--- src/rtl/nwed_pkg.sv ---
// Shared types, constants and helpers for the nearest-word edit distance block.
`default_nettype none

package nwed_pkg;

	localparam int MAX_QUERY_LEN = 32;
	localparam int MAX_WORDS = 65536;

	localparam int QIDX_W = ($clog2(MAX_QUERY_LEN) > 0) ? $clog2(MAX_QUERY_LEN) : 1;
	localparam int QLEN_W = $clog2(MAX_QUERY_LEN + 1);
	localparam int WCNT_W = $clog2(MAX_WORDS);

	localparam logic [QLEN_W-1:0] QLEN_MAX = QLEN_W'(MAX_QUERY_LEN);

	typedef enum logic [1:0] {
		CMD_START = 2'd0,
		CMD_QUERY = 2'd1,
		CMD_CHAR  = 2'd2,
		CMD_EMPTY = 2'd3
	} cmd_t;

	typedef struct packed {
		cmd_t       command;
		logic [7:0] character;
		logic       last_char;
		logic       last_word;
	} req_t;

	typedef struct packed {
		logic [15:0] word_index;
		logic [7:0]  distance;
		logic        rejected;
		logic        skipped;
		logic [15:0] best_index;
		logic [7:0]  best_distance;
		logic        best_valid;
		logic        search_done;
	} res_t;

	// one row update travelling down the cell chain
	typedef struct packed {
		logic       vld;
		logic       upd;
		logic       first;
		logic [7:0] ch;
		logic [7:0] diag;
		logic [7:0] left;
		logic [7:0] tail;
		logic       hit;
	} wave_t;

	typedef struct packed {
		logic              en;
		logic [QIDX_W-1:0] addr;
		logic [7:0]        ch;
	} qwr_t;

	function automatic logic [7:0] sat8(input logic [8:0] v);
		return (v > 9'd255) ? 8'd255 : v[7:0];
	endfunction

	function automatic logic [QIDX_W-1:0] to_pos(input int i);
		return i[QIDX_W-1:0];
	endfunction

endpackage

`default_nettype wire

--- src/rtl/nwed_cell.sv ---
// One cell of the edit distance row: a query character and one row value.
`default_nettype none

module nwed_cell (
	input  wire logic                         clk,
	input  wire logic                         arst_n,
	input  wire logic [nwed_pkg::QIDX_W-1:0]  pos,
	input  wire logic [nwed_pkg::QLEN_W-1:0]  qlen,
	input  wire logic [7:0]                   row_num,
	input  wire nwed_pkg::qwr_t               qwr,
	input  wire nwed_pkg::wave_t              wave_i,
	output nwed_pkg::wave_t                   wave_o
);

	logic [7:0]      q_q;
	logic [7:0]      val_q;
	logic            vld_q;
	nwed_pkg::wave_t wave_q;

	logic [7:0] init_val;
	logic [7:0] old_val;
	logic [8:0] cost;
	logic [8:0] from_left;
	logic [8:0] from_up;
	logic [8:0] from_diag;
	logic [8:0] best;
	logic [7:0] new_val;
	logic       at_tail;
	logic       hit_here;

	always_comb begin
		init_val  = nwed_pkg::sat8(9'(pos) + 9'd1);
		old_val   = wave_i.first ? init_val : val_q;
		cost      = (q_q == wave_i.ch) ? 9'd0 : 9'd1;
		from_left = 9'(wave_i.left) + 9'd1;
		from_up   = 9'(old_val) + 9'd1;
		from_diag = 9'(wave_i.diag) + cost;
		best      = from_left;
		if (from_up < best) begin
			best = from_up;
		end
		if (from_diag < best) begin
			best = from_diag;
		end
		new_val  = nwed_pkg::sat8(best);
		at_tail  = (9'(pos) + 9'd1) == 9'(qlen);
		// this cell holds the query char at the word's current position
		hit_here = (9'(row_num) == 9'(pos)) && (9'(pos) < 9'(qlen)) &&
			(row_num != 8'hFF) && (q_q == wave_i.ch);
	end

	always_ff @(posedge clk or negedge arst_n) begin
		if (!arst_n) begin
			vld_q <= 1'b0;
		end else begin
			vld_q <= wave_i.vld;
		end
	end

	always_ff @(posedge clk) begin
		if (qwr.en && (qwr.addr == pos)) begin
			q_q <= qwr.ch;
		end
		if (wave_i.vld) begin
			wave_q.vld   <= 1'b1;
			wave_q.upd   <= wave_i.upd;
			wave_q.first <= wave_i.first;
			wave_q.ch    <= wave_i.ch;
			wave_q.diag  <= old_val;
			wave_q.left  <= new_val;
			wave_q.tail  <= at_tail ? new_val : wave_i.tail;
			wave_q.hit   <= wave_i.hit | hit_here;
			if (wave_i.upd) begin
				val_q <= new_val;
			end
		end
	end

	always_comb begin
		wave_o     = wave_q;
		wave_o.vld = vld_q;
	end

endmodule

`default_nettype wire

--- src/rtl/nwed_row.sv ---
// Chain of edit distance cells, one per query position.
`default_nettype none

module nwed_row (
	input  wire logic                         clk,
	input  wire logic                         arst_n,
	input  wire logic [nwed_pkg::QLEN_W-1:0]  qlen,
	input  wire logic [7:0]                   row_num,
	input  wire nwed_pkg::qwr_t               qwr,
	input  wire nwed_pkg::wave_t              wave_i,
	output nwed_pkg::wave_t                   wave_o
);

	nwed_pkg::wave_t link [0:nwed_pkg::MAX_QUERY_LEN];

	assign link[0] = wave_i;

	for (genvar g = 0; g < nwed_pkg::MAX_QUERY_LEN; g++) begin : g_cell
		nwed_cell u_cell (
			.clk     (clk),
			.arst_n  (arst_n),
			.pos     (nwed_pkg::to_pos(g)),
			.qlen    (qlen),
			.row_num (row_num),
			.qwr     (qwr),
			.wave_i  (link[g]),
			.wave_o  (link[g+1])
		);
	end

	assign wave_o = link[nwed_pkg::MAX_QUERY_LEN];

endmodule

`default_nettype wire

--- src/rtl/nearest_word_edit_distance.sv ---
// Top level of the nearest-word edit distance search.
// Start and query commands leave busy low; an empty-word command goes to the
// finish state. A candidate character keeps busy high while its row update
// ripples through the chain of cells, one cell per cycle, unless an exact match
// was found before. A word end passes the finish state, then the result is shown
// on result for exactly one cycle with result_valid high; the receiver cannot
// stall it, so it must be captured then. The threshold port always accepts.
`default_nettype none

module nearest_word_edit_distance (
	input  wire logic            clk,
	input  wire logic            arst_n,
	input  wire logic            start,
	output logic                 busy,
	input  wire nwed_pkg::req_t  request,
	output logic                 result_valid,
	output nwed_pkg::res_t       result,
	input  wire logic            cfg_valid,
	output logic                 cfg_ready,
	input  wire logic [7:0]      cfg_data
);

	typedef enum logic [2:0] {
		ST_IDLE   = 3'b001,
		ST_WAVE   = 3'b010,
		ST_FINISH = 3'b100
	} state_t;

	state_t                        state_q;
	logic [nwed_pkg::QLEN_W-1:0]   qlen_q;
	logic [7:0]                    row_num_q;
	logic                          still_eq_q;
	logic                          word_rej_q;
	logic [nwed_pkg::WCNT_W-1:0]   wcnt_q;
	logic [nwed_pkg::WCNT_W-1:0]   best_word_q;
	logic [7:0]                    best_score_q;
	logic                          have_best_q;
	logic                          exact_q;
	logic [7:0]                    cutoff_q;
	logic                          lastc_q;
	logic                          lastw_q;
	logic [7:0]                    tail_q;
	logic                          result_valid_q;
	nwed_pkg::res_t                result_q;

	logic            accept;
	nwed_pkg::qwr_t  qwr;
	nwed_pkg::wave_t wave_in;
	nwed_pkg::wave_t wave_out;

	logic        fin_skip;
	logic        fin_rej;
	logic [7:0]  fin_d;
	logic        fin_take;
	logic        fin_exact;

	assign busy      = (state_q != ST_IDLE);
	assign accept    = start && !busy;
	assign cfg_ready = 1'b1;

	always_comb begin
		qwr.en   = accept && (request.command == nwed_pkg::CMD_QUERY) &&
			(qlen_q < nwed_pkg::QLEN_MAX);
		qwr.addr = qlen_q[nwed_pkg::QIDX_W-1:0];
		qwr.ch   = request.character;

		wave_in.vld   = accept && (request.command == nwed_pkg::CMD_CHAR) && !exact_q;
		wave_in.upd   = !word_rej_q;
		wave_in.first = (row_num_q == 8'd0);
		wave_in.ch    = request.character;
		wave_in.diag  = row_num_q;
		wave_in.left  = nwed_pkg::sat8(9'(row_num_q) + 9'd1);
		wave_in.tail  = wave_in.left;
		wave_in.hit   = 1'b0;
	end

	nwed_row u_row (
		.clk     (clk),
		.arst_n  (arst_n),
		.qlen    (qlen_q),
		.row_num (row_num_q),
		.qwr     (qwr),
		.wave_i  (wave_in),
		.wave_o  (wave_out)
	);

	// scoring of the word that just ended
	always_comb begin
		fin_skip = exact_q;
		fin_rej  = 1'b0;
		fin_d    = 8'd0;
		if (fin_skip) begin
			fin_d = 8'd0;
		end else if (still_eq_q && (9'(row_num_q) == 9'(qlen_q))) begin
			fin_d = 8'd0;
		end else if (qlen_q == '0) begin
			fin_d = row_num_q;
		end else if (row_num_q == 8'd0) begin
			fin_d = nwed_pkg::sat8(9'(qlen_q));
		end else if (word_rej_q) begin
			fin_rej = 1'b1;
			fin_d   = 8'd255;
		end else begin
			fin_d = tail_q;
		end
		fin_take  = !fin_skip && !fin_rej && (!have_best_q || (fin_d <= best_score_q));
		fin_exact = exact_q || (!fin_skip && !fin_rej && (fin_d == 8'd0));
	end

	always_ff @(posedge clk or negedge arst_n) begin
		if (!arst_n) begin
			state_q        <= ST_IDLE;
			qlen_q         <= '0;
			row_num_q      <= 8'd0;
			still_eq_q     <= 1'b1;
			word_rej_q     <= 1'b0;
			wcnt_q         <= '0;
			best_word_q    <= '0;
			best_score_q   <= 8'd0;
			have_best_q    <= 1'b0;
			exact_q        <= 1'b0;
			cutoff_q       <= 8'd255;
			lastc_q        <= 1'b0;
			lastw_q        <= 1'b0;
			result_valid_q <= 1'b0;
		end else begin
			result_valid_q <= 1'b0;
			if (cfg_valid && cfg_ready) begin
				cutoff_q <= cfg_data;
			end
			case (state_q)
				ST_IDLE: begin
					if (accept) begin
						lastc_q <= request.last_char;
						lastw_q <= request.last_word;
						case (request.command)
							nwed_pkg::CMD_START: begin
								qlen_q       <= '0;
								row_num_q    <= 8'd0;
								still_eq_q   <= 1'b1;
								word_rej_q   <= 1'b0;
								wcnt_q       <= '0;
								best_word_q  <= '0;
								best_score_q <= 8'd0;
								have_best_q  <= 1'b0;
								exact_q      <= 1'b0;
							end
							nwed_pkg::CMD_QUERY: begin
								if (qwr.en) begin
									qlen_q <= qlen_q + nwed_pkg::QLEN_W'(1);
								end
								row_num_q  <= 8'd0;
								still_eq_q <= 1'b1;
								word_rej_q <= 1'b0;
							end
							nwed_pkg::CMD_CHAR: begin
								if (!exact_q) begin
									state_q <= ST_WAVE;
								end else if (request.last_char) begin
									state_q <= ST_FINISH;
								end
							end
							nwed_pkg::CMD_EMPTY: begin
								row_num_q  <= 8'd0;
								still_eq_q <= 1'b1;
								word_rej_q <= 1'b0;
								state_q    <= ST_FINISH;
							end
							default: begin
								state_q <= ST_IDLE;
							end
						endcase
					end
				end
				ST_WAVE: begin
					if (wave_out.vld) begin
						still_eq_q <= still_eq_q && wave_out.hit;
						if (wave_out.upd && (wave_out.tail > cutoff_q)) begin
							word_rej_q <= 1'b1;
						end
						if (row_num_q != 8'hFF) begin
							row_num_q <= row_num_q + 8'd1;
						end
						state_q <= lastc_q ? ST_FINISH : ST_IDLE;
					end
				end
				ST_FINISH: begin
					if (fin_take) begin
						best_word_q  <= wcnt_q;
						best_score_q <= fin_d;
						have_best_q  <= 1'b1;
					end
					exact_q        <= fin_exact;
					wcnt_q         <= wcnt_q + nwed_pkg::WCNT_W'(1);
					row_num_q      <= 8'd0;
					still_eq_q     <= 1'b1;
					word_rej_q     <= 1'b0;
					result_valid_q <= 1'b1;
					state_q        <= ST_IDLE;
				end
				default: begin
					state_q <= ST_IDLE;
				end
			endcase
		end
	end

	always_ff @(posedge clk) begin
		if ((state_q == ST_WAVE) && wave_out.vld && wave_out.upd) begin
			tail_q <= wave_out.tail;
		end
		if (state_q == ST_FINISH) begin
			result_q.word_index    <= 16'(wcnt_q);
			result_q.distance      <= fin_d;
			result_q.rejected      <= fin_rej;
			result_q.skipped       <= fin_skip;
			result_q.best_index    <= fin_take ? 16'(wcnt_q) : 16'(best_word_q);
			result_q.best_distance <= fin_take ? fin_d : best_score_q;
			result_q.best_valid    <= have_best_q || fin_take;
			result_q.search_done   <= lastw_q || fin_exact;
		end
	end

	assign result_valid = result_valid_q;
	assign result       = result_q;

endmodule

`default_nettype wire

--- config.mk ---
export PLATFORM = sky130hd
export DESIGN_NAME = nearest_word_edit_distance
export DESIGN_NICKNAME = d
export VERILOG_FILES = /design/src/rtl/nwed_pkg.sv /design/src/rtl/nwed_cell.sv /design/src/rtl/nwed_row.sv /design/src/rtl/nearest_word_edit_distance.sv
export SDC_FILE = /design/constraint.sdc
export NUM_CORES = 2
export LEC_CHECK = 0
export BUFFER_PORTS_ARGS = -buffer_cell sky130_fd_sc_hd__buf_2
export CORE_ASPECT_RATIO = 1.75
export CORE_MARGIN = 1
export CORE_UTILIZATION = 58
export CTS_CLUSTER_DIAMETER = 50
export DETAILED_ROUTE_END_ITERATION = 8
export GPL_TIMING_DRIVEN = 0
export PLACE_DENSITY = 0.83
export REMOVE_ABC_BUFFERS = 1
export SLEW_MARGIN = 20
export SYNTH_ARGS = -nofsm -noshare
export SYNTH_HDL_FRONTEND = slang
export SYNTH_SLANG_ARGS = --single-unit
export TNS_END_PERCENT = 1
--- constraint.sdc ---
create_clock -name clk -period 9.55 [get_ports clk]
set_input_delay 0.955 -clock clk [delete_from_list [all_inputs] [get_ports clk]]
set_output_delay 0.955 -clock clk [all_outputs]
set_load 0.01 [all_outputs]
==> impl_metrics.tcl <==
set metrics [dict create \
    grt_pass1_wl_um 390700 \
    fmax_ghz 0.1242 \
    postCtsSetupBuffers 0 \
    start_util_pct 58.45 \
    dp_cells 10540 \
    antenna_found_initial 11 \
    syn2layout_area_growth_pct 8.457 \
    cts_buffer_depth 4 \
    synth-seq-area-share_pct 53.70 \
    core_um2 167800 \
    path_class "flip-flop to flip-flop" \
    gp_congestion 1.027 \
    wl_per_cell_um 23.72 \
    cts_root_buf "clkbuf_16" \
    vias 69320 \
    grt_pass1_vias 70320 \
    crit_fanout 22 \
    cp-end-kind "flip-flop" \
    cts_resized 0 \
    relSlewSlack_pct 20.82 \
    tightest_slew_ns 1.188 \
    drive_gt1_share_pct 8.688 \
    insertion_delay_ns 0.82 \
    clkSinkCount 1771 \
    syn_inst 8437 \
    cts_hold_buf 1 \
    dr.pass1.iters 8 \
    dp.final_hpwl_um 191300 \
    wirelength_um 257100 \
    via_per_inst 6.396 \
    ys_ff_latch 1771 \
    cts_tree "yes" \
    die_h_um 546.0 \
    critPathRequiredTime_ns 10.07 \
    cellLeakagePower_uw 0.04115 \
    die-area_um2 170800 \
    ir_drop_v 0.0001483 \
    synth_area_per_cell_um2 11.63 \
    ios 79 \
    synthArstFlopShare_pct 5.872 \
    period_needed_ns 8.051 \
    fill_cells 12210 \
    placed_area_um2 100800 \
    track_usage_pct 29.51 \
    drtIter0Drc 5869 \
    cap_violations 0 \
    rows 199 \
    ys_warn_count 0 \
    hold_path.class "input port to flip-flop" \
    hold_viol_final 0 \
    grt_overflow 0 \
    setup_viol 0 \
    synth_area_um2 98090 \
    status "complete, no violations" \
    drc_errors 0 \
    h-tree-depth 4 \
    clkTransAtPathRegs_ns 0.06 \
    multi_input_area_um2 42780 \
    crit_arrival_ns 8.57 \
    yosysUniqueCellTypes 94 \
    rsz0062_at_grt "false" \
    startpoint_type "flip-flop" \
    finalClockSkew_ns 0.05014 \
    final_cells 10840 \
    ant_nets 0 \
    setup_tns_ns 0 \
    finalPower_uw 18390 \
    portBuffers 77 \
    finalCritPeriodShare_pct 84.30 \
    dieWidth_um 312.9 \
    fin_area_um2 106400 \
    numCtsBuffers 166 \
    fin_util_pct 63.39 \
    grt_max_degree 74 \
    r2r_slack_ns 1.50 \
    p_per_area_nw_per_um2 172.8 \
    finalNetCount 9185 \
    synth_edf_count 1667 \
    slew_viol_final 0 \
    ys.flop_type "edfxtp_1" \
    layout.area.seq_um2 52710 \
]
kinds of logic (layout without fill, tap and decap cells):
family	count (synthesis)	in the layout	synth area share (%)
AND/OR/NAND/NOR	2645	2645	13.47
flip-flops	1771	1771	53.70
AO/OA/AOI/OAI	1474	1474	10.61
XOR/XNOR	830	830	7.411
buffers and inverters	729	913	2.817
adder cells (fa/ha/maj)	666	666	8.494
multiplexers	321	321	3.489
other	1	7	0.003823
worst paths after layout:
check | startpoint | depth (start not counted) | to
worst min-delay path | cfg_data[4] | 3 | cutoff_q[4]
min in group asynchronous | arst_n | 2 | best_word_q[15]
worst min register to register | u_row.g_cell[13].u_cell.wave_o[34] | 0 | u_row.g_cell[14].u_cell.wave_o[34]
max in group asynchronous | arst_n | 3 | u_row.g_cell[18].u_cell.vld_q
worst max-delay path | row_num_q[2] | 27 | u_row.g_cell[0].u_cell.wave_o[2]
worst max register to register | row_num_q[2] | 27 | u_row.g_cell[0].u_cell.wave_o[2]
cell type report:
| type | instances | area share [%] |
|---|---|---|
| clock buffers | 197 | 4.092 |
| inverters | 519 | 1.835 |
| well taps | 2211 | 2.600 |
| multi-input cells | 5937 | 40.22 |
| clock inverters | 96 | 1.055 |
| diodes | 6 | 0.01411 |
| flip-flops and latches | 1771 | 49.55 |
| repair buffers | 101 | 0.6375 |
critical path, cell delays in order (launching register included):
cell and delay (ns):
dfrtp_1 0.98, and2_1 0.66, nand3_1 0.47, nand2_1 0.31, ha_1 0.34, xnor2_1 0.18, inv_1 0.09, ha_1 0.28
o21ai_0 0.08, a41oi_1 0.08, o311ai_2 0.30, nand3_1 0.11, maj3_2 0.36, a21oi_2 0.32, buf_8 0.22, nor2_1 0.06
a21oi_1 0.20, ha_1 0.29, a21o_1 0.17, a21o_1 0.16, a21o_1 0.17, a21o_1 0.17, a21o_1 0.17, a21o_1 0.17
a21o_1 0.20, a31oi_4 0.44, nor2_1 0.23, a211oi_1 0.52
cell usage in the layout (no fill, tap or decap), types with 148 or more instances in the layout:
| cell | Yosys | final |
|---|---|---|
| xor2_1 | 593 | 593 |
| nand2_1 | 502 | 500 |
| mux2_2 | 167 | 167 |
| clkbuf_16 | 0 | 168 |
| nand4_1 | 148 | 148 |
| nor2_1 | 640 | 637 |
| xnor2_1 | 237 | 237 |
| nand3_1 | 443 | 443 |
| and3_1 | 163 | 163 |
| a21oi_1 | 245 | 243 |
| edfxtp_1 | 1667 | 1667 |
| mux2i_1 | 154 | 153 |
| ha_1 | 665 | 665 |
| inv_1 | 517 | 515 |
| o21ai_0 | 180 | 178 |
| a21o_1 | 303 | 303 |
| nor2b_1 | 175 | 175 |
cells in the mapped netlist (all sizes together), types with 84 or more instances:
| cell type | n | area share [%] |
|---|---|---|
| a211oi | 92 | 0.70 |
| a21o | 303 | 2.3 |
| a21oi | 247 | 1.3 |
| a221oi | 84 | 0.75 |
| and2 | 91 | 0.58 |
| and3 | 163 | 1.0 |
| clkbuf | 171 | 0.66 |
| dfrtp | 94 | 2.4 |
| edfxtp | 1667 | 51 |
| ha | 665 | 8.5 |
| inv | 517 | 2.0 |
| mux2 | 167 | 1.9 |
| mux2i | 154 | 1.6 |
| nand2 | 503 | 1.9 |
| nand3 | 443 | 2.3 |
| nand4 | 148 | 0.94 |
| nor2 | 641 | 2.5 |
| nor2b | 175 | 1.1 |
| nor3 | 120 | 0.62 |
| o21ai | 185 | 0.94 |
| or2 | 100 | 0.64 |
| xnor2 | 237 | 2.1 |
| xor2 | 593 | 5.3 |
through the flow:
step           hold slack (ns)  worst slack [ns]
2_1_floorplan           0.4181             2.510
3_3_place_gp            0.4229             1.039
3_5_place_dp            0.4389             1.773
4_1_cts                 0.3666             1.712
5_1_grt                 0.3987             1.249
6_report                0.4087             1.499
report_power, final:
part	internal [uW]	switching [uW]
logic	851	1520
registers	8890	323
clock network	3800	3000
total	13500	4850
sequential cells by signal, indices dropped and copies added (netlist names), 3 cells and up:
| signal | flops |
|---|---|
| best_score_q | 8 |
| best_word_q | 16 |
| u_row.g_cell.u_cell.vld_q | 32 |
| qlen_q | 6 |
| u_row.g_cell.u_cell.val_q | 256 |
| state_q | 3 |
| u_row.g_cell.u_cell.wave_o | 1095 |
| tail_q | 8 |
| result | 52 |
| cutoff_q | 8 |
| u_row.g_cell.u_cell.q_q | 256 |
| row_num_q | 8 |
| wcnt_q | 16 |
metal layers:
layer | up-vias | share of wire, % | GRT usage, % | routed length (um)
met5 | - | 0.027 | 0 | 69
met4 | 10 | 8.0 | 20.94 | 20620
met3 | 1092 | 5.7 | 4.098 | 14620
met2 | 3094 | 54 | 55.68 | 137800
met1 | 33660 | 33 | 29.18 | 83970
li1 | 31470 | - | - | -
No activity file was read; power rests on OpenSTA's default activity.
